--- src/hdl/hkr_pkg.sv ---
// ---------------------------------------------------------------------------
// hkr_pkg
// Shared types, codes and the fixed code translation table of the HID
// key remapper.
// ---------------------------------------------------------------------------
package hkr_pkg;

    // report bytes carried on the input side
    localparam int C_CARRIED_BYTES    = 8;
    // longest report length taken at face value
    localparam int C_MAX_REPORT_BYTES = 8;
    // keycode slots of a keyboard report (bytes 2 to 7)
    localparam int C_KEY_SLOTS        = 6;
    localparam int C_KEY_FIRST_BYTE   = 2;

    // incoming report ids
    localparam logic [7:0] C_ID_IN_CONSUMER = 8'd1;
    localparam logic [7:0] C_ID_IN_KEYBOARD = 8'd11;

    // outgoing report kinds
    localparam logic [1:0] C_CH_CONSUMER = 2'd1;
    localparam logic [1:0] C_CH_KEYBOARD = 2'd2;

    typedef struct packed {
        logic        hit;
        logic [1:0]  ch;
        logic [15:0] code;
    } t_map_hit;

    // translate one incoming code, a miss returns hit = 0
    function automatic t_map_hit map_lookup(input logic [7:0] id, input logic [15:0] code);
        t_map_hit r;
        r.hit  = 1'b1;
        r.ch   = C_CH_KEYBOARD;
        r.code = 16'h0000;
        case ({id, code})
            {C_ID_IN_CONSUMER, 16'h00E2}: begin r.ch = C_CH_CONSUMER; r.code = 16'h00E2; end
            {C_ID_IN_CONSUMER, 16'h0221}: begin r.ch = C_CH_CONSUMER; r.code = 16'h0221; end
            {C_ID_IN_CONSUMER, 16'h0042}: r.code = 16'h0052;
            {C_ID_IN_CONSUMER, 16'h0043}: r.code = 16'h0051;
            {C_ID_IN_CONSUMER, 16'h0044}: r.code = 16'h0050;
            {C_ID_IN_CONSUMER, 16'h0045}: r.code = 16'h004F;
            {C_ID_IN_CONSUMER, 16'h0041}: r.code = 16'h0028;
            {C_ID_IN_CONSUMER, 16'h0224}: r.code = 16'h0029;
            {C_ID_IN_CONSUMER, 16'h0223}: r.code = 16'h0005;
            {C_ID_IN_CONSUMER, 16'h009C}: r.code = 16'h004B;
            {C_ID_IN_CONSUMER, 16'h009D}: r.code = 16'h004E;
            {C_ID_IN_CONSUMER, 16'h0030}: r.code = 16'h0068;
            {C_ID_IN_CONSUMER, 16'h019C}: r.code = 16'h0069;
            {C_ID_IN_CONSUMER, 16'h01BB}: r.code = 16'h006A;
            {C_ID_IN_CONSUMER, 16'h009F}: r.code = 16'h006B;
            {C_ID_IN_CONSUMER, 16'h008D}: r.code = 16'h003E;
            {C_ID_IN_CONSUMER, 16'h0077}: r.code = 16'h006D;
            {C_ID_IN_CONSUMER, 16'h0078}: r.code = 16'h006E;
            {C_ID_IN_CONSUMER, 16'h0079}: r.code = 16'h006F;
            {C_ID_IN_CONSUMER, 16'h007A}: r.code = 16'h0070;
            {C_ID_IN_KEYBOARD, 16'h0080}: begin r.ch = C_CH_CONSUMER; r.code = 16'h00E9; end
            {C_ID_IN_KEYBOARD, 16'h0081}: begin r.ch = C_CH_CONSUMER; r.code = 16'h00EA; end
            default: r.hit = 1'b0;
        endcase
        return r;
    endfunction

endpackage

--- src/hdl/hid_key_remap.sv ---
// ---------------------------------------------------------------------------
// hid_key_remap
// Turns incoming HID reports into press/release results on an outgoing
// consumer-control or keyboard channel, through a fixed translation table.
// ---------------------------------------------------------------------------
//  channel  | handshake          | payload
//  ---------+--------------------+---------------------------------------------
//  report   | i_valid / o_ready  | i_report_id, i_report_length, i_byte_0..7
//  result   | o_valid / i_ready  | o_usb_report_id, o_usage_code, o_pressed,
//           |                    | o_last
//
//  a report passes from the input register into the hit register, which holds
//  its table hits (up to six); these are played out through the output
//  register one result per cycle while the result side does not stall, each
//  hit as a press and then a release. reset clears all valid flags and the
//  pending hit mask. a stall on the result side holds the output register;
//  the hit register and the input register then fill up and o_ready drops.
// ---------------------------------------------------------------------------
module hid_key_remap import hkr_pkg::*; (
    input  logic        i_clk,
    input  logic        i_rst_n,
    // report channel
    input  logic        i_valid,
    output logic        o_ready,
    input  logic [7:0]  i_report_id,
    input  logic [3:0]  i_report_length,
    input  logic [7:0]  i_byte_0,
    input  logic [7:0]  i_byte_1,
    input  logic [7:0]  i_byte_2,
    input  logic [7:0]  i_byte_3,
    input  logic [7:0]  i_byte_4,
    input  logic [7:0]  i_byte_5,
    input  logic [7:0]  i_byte_6,
    input  logic [7:0]  i_byte_7,
    // result channel
    output logic        o_valid,
    input  logic        i_ready,
    output logic [1:0]  o_usb_report_id,
    output logic [15:0] o_usage_code,
    output logic        o_pressed,
    output logic        o_last
);

    // ---- input register ---------------------------------------------------
    logic                             r_in_valid;
    logic [7:0]                       r_in_id;
    logic [3:0]                       r_in_len;
    logic [C_CARRIED_BYTES-1:0][7:0]  r_in_byte;

    // ---- hit register: one slot per keycode position ----------------------
    logic [C_KEY_SLOTS-1:0]           r_pend, n_pend;
    logic [C_KEY_SLOTS-1:0][1:0]      r_ch;
    logic [C_KEY_SLOTS-1:0][15:0]     r_code;
    logic                             r_phase, n_phase;   // 0 press, 1 release

    // ---- output register --------------------------------------------------
    logic        r_out_valid;
    logic [1:0]  r_out_ch;
    logic [15:0] r_out_code;
    logic        r_out_pressed;
    logic        r_out_last;

    // decode results
    logic [3:0]                   len_sat;
    logic                         any_nz;
    logic [C_KEY_SLOTS-1:0]       dec_mask;
    logic [C_KEY_SLOTS-1:0][1:0]  dec_ch;
    logic [C_KEY_SLOTS-1:0][15:0] dec_code;
    t_map_hit                     lk;

    // emitter control
    logic                   out_load;   // output register can take a result
    logic                   emit;       // a result moves into the output register
    logic [C_KEY_SLOTS-1:0] sel_oh;     // lowest pending slot
    logic [2:0]             sel_idx;
    logic [C_KEY_SLOTS-1:0] remain;     // pending slots once the current one ends
    logic                   hit_free;   // hit register takes a new report next edge
    logic                   hit_load;

    // ---- decode of the report in the input register -----------------------
    always_comb begin
        len_sat  = (r_in_len > 4'(C_MAX_REPORT_BYTES)) ? 4'(C_MAX_REPORT_BYTES) : r_in_len;
        any_nz   = 1'b0;
        dec_mask = '0;
        dec_ch   = '0;
        dec_code = '0;
        lk       = '0;
        // all-zero valid bytes mean a release report
        for (int i = 0; i < C_CARRIED_BYTES; i++) begin
            if ((4'(i) < len_sat) && (r_in_byte[i] != 8'h00)) begin
                any_nz = 1'b1;
            end
        end
        if (any_nz && (r_in_id == C_ID_IN_CONSUMER) && (len_sat >= 4'd2)) begin
            // 16-bit consumer usage, low byte first, goes in slot 0
            lk          = map_lookup(C_ID_IN_CONSUMER, {r_in_byte[1], r_in_byte[0]});
            dec_mask[0] = lk.hit;
            dec_ch[0]   = lk.ch;
            dec_code[0] = lk.code;
        end else if (any_nz && (r_in_id == C_ID_IN_KEYBOARD)
                     && (len_sat >= 4'(C_CARRIED_BYTES))) begin
            // six keycode slots looked up side by side, zero slots skipped
            for (int s = 0; s < C_KEY_SLOTS; s++) begin
                lk          = map_lookup(C_ID_IN_KEYBOARD,
                                         {8'h00, r_in_byte[s + C_KEY_FIRST_BYTE]});
                dec_mask[s] = lk.hit && (r_in_byte[s + C_KEY_FIRST_BYTE] != 8'h00);
                dec_ch[s]   = lk.ch;
                dec_code[s] = lk.code;
            end
        end
    end

    // ---- emitter: lowest pending slot, press then release -----------------
    always_comb begin
        sel_oh  = '0;
        sel_idx = '0;
        for (int s = C_KEY_SLOTS - 1; s >= 0; s--) begin
            if (r_pend[s]) begin
                sel_oh  = '0;
                sel_oh[s] = 1'b1;
                sel_idx = 3'(s);
            end
        end
        remain   = r_pend & ~sel_oh;
        out_load = !r_out_valid || i_ready;
        emit     = out_load && (r_pend != '0);
        hit_free = (r_pend == '0) || (emit && r_phase && (remain == '0));
        hit_load = r_in_valid && hit_free;
        o_ready  = !r_in_valid || hit_free;

        n_pend  = r_pend;
        n_phase = r_phase;
        if (emit) begin
            if (r_phase) begin
                n_pend  = remain;
                n_phase = 1'b0;
            end else begin
                n_phase = 1'b1;
            end
        end
        if (hit_load) begin
            n_pend  = dec_mask;
            n_phase = 1'b0;
        end
    end

    // ---- control registers ------------------------------------------------
    always_ff @(posedge i_clk) begin
        if (!i_rst_n) begin
            r_in_valid  <= 1'b0;
            r_pend      <= '0;
            r_phase     <= 1'b0;
            r_out_valid <= 1'b0;
        end else begin
            if (o_ready) begin
                r_in_valid <= i_valid;
            end
            r_pend  <= n_pend;
            r_phase <= n_phase;
            if (out_load) begin
                r_out_valid <= emit;
            end
        end
    end

    // ---- payload registers ------------------------------------------------
    always_ff @(posedge i_clk) begin
        if (i_valid && o_ready) begin
            r_in_id      <= i_report_id;
            r_in_len     <= i_report_length;
            r_in_byte[0] <= i_byte_0;
            r_in_byte[1] <= i_byte_1;
            r_in_byte[2] <= i_byte_2;
            r_in_byte[3] <= i_byte_3;
            r_in_byte[4] <= i_byte_4;
            r_in_byte[5] <= i_byte_5;
            r_in_byte[6] <= i_byte_6;
            r_in_byte[7] <= i_byte_7;
        end
        if (hit_load) begin
            r_ch   <= dec_ch;
            r_code <= dec_code;
        end
        if (emit) begin
            // release repeats the channel of its press with a zero code
            r_out_ch      <= r_ch[sel_idx];
            r_out_code    <= r_phase ? 16'h0000 : r_code[sel_idx];
            r_out_pressed <= !r_phase;
            r_out_last    <= r_phase && (remain == '0);
        end
    end

    assign o_valid         = r_out_valid;
    assign o_usb_report_id = r_out_ch;
    assign o_usage_code    = r_out_code;
    assign o_pressed       = r_out_pressed;
    assign o_last          = r_out_last;

    // ---- checks -----------------------------------------------------------
    a_phase_has_slot: assert property (@(posedge i_clk) disable iff (!i_rst_n)
        r_phase |-> (r_pend != '0))
        else $error("release phase with no pending slot");

    a_last_is_release: assert property (@(posedge i_clk) disable iff (!i_rst_n)
        (o_valid && o_last) |-> !o_pressed)
        else $error("last result is not a release");

    a_release_zero: assert property (@(posedge i_clk) disable iff (!i_rst_n)
        (o_valid && !o_pressed) |-> (o_usage_code == 16'h0000))
        else $error("release carries a nonzero code");

    a_release_follows_press: assert property (@(posedge i_clk) disable iff (!i_rst_n)
        (emit && !r_phase) |=> (r_out_valid && r_out_pressed && r_phase))
        else $error("press not followed by release phase");

    a_channel_known: assert property (@(posedge i_clk) disable iff (!i_rst_n)
        o_valid |-> ((o_usb_report_id == C_CH_CONSUMER)
                     || (o_usb_report_id == C_CH_KEYBOARD)))
        else $error("unknown outgoing report kind");

endmodule

--- config.mk ---
export PLATFORM = sky130hd
export DESIGN_NAME = hid_key_remap
export DESIGN_NICKNAME = d
export VERILOG_FILES = /design/src/hdl/hkr_pkg.sv /design/src/hdl/hid_key_remap.sv
export SDC_FILE = /design/constraint.sdc
export NUM_CORES = 1
export LEC_CHECK = 0
export BUFFER_PORTS_ARGS = -buffer_cell sky130_fd_sc_hd__buf_2
export CORE_ASPECT_RATIO = 1.75
export CORE_MARGIN = 2
export CORE_UTILIZATION = 25
export DETAILED_ROUTE_END_ITERATION = 7
export GPL_TIMING_DRIVEN = 0
export MAX_ROUTING_LAYER = met4
export PLACE_DENSITY_LB_ADDON = 0.2
export SLEW_MARGIN = 20
export SYNTH_ARGS = -nofsm -noshare
export SYNTH_HDL_FRONTEND = slang
export SYNTH_SLANG_ARGS = --single-unit
--- constraint.sdc ---
create_clock -name i_clk -period 6.5 [get_ports i_clk]
set_input_delay 0.65 -clock i_clk [delete_from_list [all_inputs] [get_ports i_clk]]
set_output_delay 0.65 -clock i_clk [all_outputs]
set_load 0.05 [all_outputs]
-- Word level (Yosys, flattened, before mapping)
Index checks and enable logic that the tools add are counted.
Widths: inputs -> output; s select.
- register bits after elaboration: 213
- bits of input ports: 80
- output and inout bits: 22
- logic and storage cells: 197
- $lt $le $gt $ge: 12
- eq/ne operators: 34
- multiplexer cells: 63
- bitwise logic cells: 4
- reduce and logical (&&, ||, !) cells: 54
- operators with widths (kind ; count):
    $pmux 18 s2 ; 6
    $pmux 10 s20 ; 1
    $eq 16x7->1 const B ; 9
    $eq 8x8->1 const B ; 12
    $eq 16x8->1 const B ; 5
    $reduce_bool 8->1 ; 8
    $mux 6 ; 10
    $bmux 16 s3 ; 1
    $eq 16x10->1 const B ; 3
    $mux 16 ; 3
    $eq 16x9->1 const B ; 2
    $mux 1 ; 29
    $logic_and 1x1->1 ; 24
    $reduce_or 20->1 ; 1
    $mux 3 ; 6
    $reduce_or 2->1 ; 9
    $eq 16x6->1 const B ; 1
    $lt 3x4->1 const A ; 4
    $logic_not 6->1 ; 2
    $eq 8x1->1 const B ; 1
    $eq 8x4->1 const B ; 1
    $lt 1x4->1 const A ; 2
    $lt 2x4->1 const A ; 2
    $mux 2 ; 4
    15 further kinds ; 21

-- Logic depth before layout (Yosys ltp)
- depth in word-level cells: 20
- depth in mapped cells: 8
- mapped depth without buffers: 6

-- Worst setup path before layout
No wires, ideal clock.
- kind: in2reg
- start: input i_ready
- end: register r_in_byte[0] (netlist bit), enable pin
- setup time: 442 ps
- data arrival time: 3568 ps
- required time: 6058 ps
- slack: 2490 ps
- cell stages on the path: 6
- buffers on the path: 0
- path through: nand2b_1 > nand3_1 > a221o_1 > o21ai_0 > a21o_1 > and2_1
- cells in the longest elaborated chain, start to end: 7
- ends and longest elaborated chain (item ; line ; RTL):
    start, declared ; hid_key_remap.sv:37 ; input logic i_ready,
    $logic_or 1x1->1 ; hid_key_remap.sv:125 ; out_load = !r_out_valid || i_ready;
    $logic_and 1x1->1 ; hid_key_remap.sv:126 ; emit = out_load && (r_pend != '0);
    $logic_and 1x1->1 (2 in series) ; hid_key_remap.sv:127 ; hit_free = (r_pend == '0) || (emit && r_phase && (remain == '0));
    $logic_or 1x1->1 ; hid_key_remap.sv:127 ;
    $logic_or 1x1->1 ; hid_key_remap.sv:129 ; o_ready = !r_in_valid || hit_free;
    via o_ready ; hid_key_remap.sv:24 ; output logic o_ready,
    $logic_and 1x1->1 ; hid_key_remap.sv:168 ; if (i_valid && o_ready) begin
    end, declared ; hid_key_remap.sv:48 ; logic [C_CARRIED_BYTES-1:0][7:0] r_in_byte;
The timed path passes the listed nets, and every way through them passes these cells.
A chain may end at the register's enable or synchronous reset.

-- Worst setup path in the final report
- start: register r_pend[0]
- end: output o_ready
- cells in the longest elaborated chain, start to end: 7
- elaborated cells on any way between the ends: 11
- classes of those cells: mux (1); bitwise (2); reduce/logical (8)
- ends and longest elaborated chain (item ; line ; RTL):
    start, declared ; hid_key_remap.sv:51 ; logic [C_KEY_SLOTS-1:0] r_pend, n_pend;
    start signal, assigned ; hid_key_remap.sv:158 ; r_pend <= n_pend;
    $mux 6 ; hid_key_remap.sv:118 ; if (r_pend[s]) begin
    $not 6->6 ; hid_key_remap.sv:124 ; remain = r_pend & ~sel_oh;
    $and 6x6->6 ; hid_key_remap.sv:124 ;
    $logic_not 6->1 ; hid_key_remap.sv:127 ;
    $logic_and 1x1->1 ; hid_key_remap.sv:127 ;
    $logic_or 1x1->1 * ; hid_key_remap.sv:127 ;
    $logic_or 1x1->1 * ; hid_key_remap.sv:129 ;
    end, declared ; hid_key_remap.sv:24 ;
Every way passes the cells marked *; elsewhere a longest branch is shown, timed or not.

==> flow_summary_export.csv <==
group,metric,value,unit
timing,worst_pin_slew,897,ps
worst_setup_path,crit_path_max_fanout,9,
yosys,synth_area_leaders,"edfxtp_1 62%, dfxtp_1 3.1%, nor3_1 2.3%",
yosys,yosys.area_share.adder,0,%
floorplan,rows,73,
worst_setup_path,required,5850,ps
worst_setup_path,crit_path_cell_trace,"clkbuf_1 -> nor2_1 -> o211ai_1 -> a221o_1 -> o21ai_0 -> a21o_1 -> buf_2",
timing,relSlewSlack,39.3,%
cts,cts_root_buffer,"clkbuf_16",
yosys,synth_edf_count,120,
cts,cts_tree,"built",
power,irDropWorstVdd,0.000329,V
cts,clk_pin_slew,60,ps
power,total_power,2.05,mW
yosys,synthMuxAreaShare,1.08,%
worst_setup_path,rrSetupSlack,3630,ps
yosys,ys_seq_area_share,65.0,%
routing,first_pass_iters,4,
yosys,synth_commonest_cells,"120 x edfxtp_1, 33 x nand2_1, 28 x nor2_1, 27 x nor3_1, 25 x a21oi_1",
routing,first_iter_violations,201,
worst_setup_path,cp-start-kind,"flop",
global_routing,grt-ovfl-total,0,
cts,numCtsBuffers,17,
worst_setup_path,cp_top_family,"compound AO/OA/AOI/OAI gates",
worst_setup_path,critPathArrivalTime,2410,ps
timing,fmax,327,MHz
routing,wl_per_cell,16.3,um
global_routing,grt_pass1_vias,4380,
timing,min_period_over_period,47.0,%
timing,setup_viol,0,
timing,finalHoldViolCount,0,
yosys,synth_compound_area_share,12.4,%
routing,vias,4168,
cts,worstSkewPairLatency,420,ps
yosys,synth-simple-area-share,17.7,%
global_routing,antenna_found_initial,0,
floorplan,die_h,206,um
layout,drive_above_1_share,28.2,%
yosys,ys_types,71,
run,maxCapViolations,0,
worst_setup_path,critPathSlowestCell,"nor2_1",
yosys,syn_area_per_cell,12.7,um2
timing,finalWorstSetupSlack,3440,ps
floorplan,io_pins,102,
cts,hold_buffers,0,
timing,whs,403,ps
worst_setup_path,critPathBufInv,2,
routing,wl,14500,um
yosys,yosysMostFrequentCell,"edfxtp_1",
yosys,synth_top_area_cell,"edfxtp_1",
cts,cts_buffer_depth,2,
routing,drcViolationCount,0,
floorplan,core,22800,um2
yosys,synth-main-ff-cell,"edfxtp_1",
routing,vias_per_cell,4.67,
floorplan,initial_core_util,25.5,%
cts,cts_sinks,129,
placement,dp_slack,3590,ps
worst_setup_path,critPathKind,"flop to output port",
worst_hold_path,hold_path.class,"input port to flop",
placement,gp_congestion,0.850,
global_routing,grt_usage,12.7,%
power,leakagePower,2.57,nW
routing,ant_nets,0,
yosys,synth_xor_xnor_area_share,0.151,%
yosys,synth_top_family_by_area,"simple AND/OR/NAND/NOR gates",
yosys,ys_ff_latch,129,
yosys,syn_area,5820,um2
cts,postCtsResizedCells,0,
placement,dp_hpwl,11200,um
layout,diodes,0,
layout,syn2layout_area_growth,26.9,%
power,power.density,278,nW/um2
timing,finalMaxSlewViolations,0,
outcome,status,"complete, no violations",
floorplan,chipWidth,119,um
worst_setup_path,crit_path_end_kind,"output port",
global_routing,grt_pass1_wl,22900,um
timing,fin_setup_tns,0,ps
timing,finClkSkew,11.5,ps
timing,fin_crit,3060,ps
cts,cts_setup_buffers,0,
floorplan,die_area,24600,um2
yosys,synthCells,459,
yosys,yosysWarnings,0,
yosys,synth_top_area_share,61.9,%
layout,nNetsFinal,660,
cts,htreeDepth,4,
placement,io_buffers,93,
yosys,synthArstFlopShare,0,%
worst_setup_path,cpPeakStageDelay,400,ps
timing,rsz0062_at_grt,"no",
global_routing,grt_max_degree,63,
-- per-stage QoR --
| step | instances | cell area, um2 | utilization [%] |
|---|---|---|---|
| finish | 892 | 7380 | 32.3 |
| global route | 892 | 7380 | 32.3 |
| CTS | 892 | 7380 | 32.3 |
| detailed placement | 861 | 6770 | 29.6 |
| global placement | 858 | 6680 | 29.3 |
| floorplan | 465 | 5840 | - |
-- layout make-up --
| class | instances | area [um2] |
|---|---|---|
| flip-flops and latches | 129 | 3780 |
| clock buffers | 18 | 429 |
| clock inverters | 13 | 185 |
| fillers | 2368 | 15400 |
| inverters | 16 | 60.1 |
| well taps | 300 | 375 |
| repair buffers | 96 | 532 |
| multi-input cells | 293 | 1870 |
| plain buffers | 27 | 149 |
-- metal layers --
| metal | part of all wire [%] | track usage [%] | wire length, um |
|---|---|---|---|
| met3 | 3.9 | 3.08 | 570 |
| met1 | 37 | 12.4 | 5350 |
| met4 | 4.6 | 7.48 | 666 |
| met5 | 0 | - | 0 |
| met2 | 55 | 22.7 | 7940 |
-- worst reg2reg max path, delay by kind of cell (launching register included) --
kind,cells,cell delay (ps)
buffers and inverters,3,600
DFF,1,350
and+or+nand+nor,1,550
AOI/OAI and AO/OA,4,1090
-- cells in the final DEF, fill, tap and decap left out, types with 5 or more instances in the layout --
cell type  instances
edfxtp_1         120
buf_2             98
nand2_1           33
nor2_1            28
nor3_1            27
a21oi_1           25
clkbuf_16         17
inv_1             15
nor4_1            14
o31ai_1           13
clkbuf_1          13
nand3_1           12
dfxtp_1            9
o211ai_1           8
nand2b_1           8
or4_1              7
buf_4              7
conb_1             7
nand4_1            6
or2_2              6
o21ai_0            6
a31oi_1            5
nor2b_1            5
or3_1              5
-- power by group --
part	switching, mW	internal (mW)
clock	0.352	0.640
combinational	0.0565	0.0393
sequential	0.0171	0.944
total	0.426	1.62
-- sequential cells by signal, summed over array words and instances (netlist names), 2 cells and up --
signal,cells
r_code,19
o_usage_code,9
r_in_len,4
r_in_byte,64
r_ch,12
r_pend,6
o_usb_report_id,2
r_in_id,8
-- kinds of logic (layout without fill, tap and decap cells) --
group | count (synthesis) | count (layout)
buffers and inverters | 43 | 170
AO/OA/AOI/OAI | 98 | 98
multiplexers | 5 | 5
other | 1 | 7
XOR/XNOR | 1 | 1
flip-flops | 129 | 129
AND/OR/NAND/NOR | 182 | 182
-- worst paths after layout --
path                                    to                    start  cells after the start
min reg2reg  o_usage_code[4]$_SDFFCE_PP0P_  r_code[4]$_SDFFCE_PP0P_                      1
max                                o_ready   r_pend[0]$_SDFFE_PN0P_                      7
min                r_in_byte[35]$_DFFE_PP_              i_byte_4[3]                      1
max reg2reg              r_ch[1]$_DFFE_PP_   r_in_byte[2]$_DFFE_PP_                      8
Note: power is estimated with default switching activity, not from simulation.
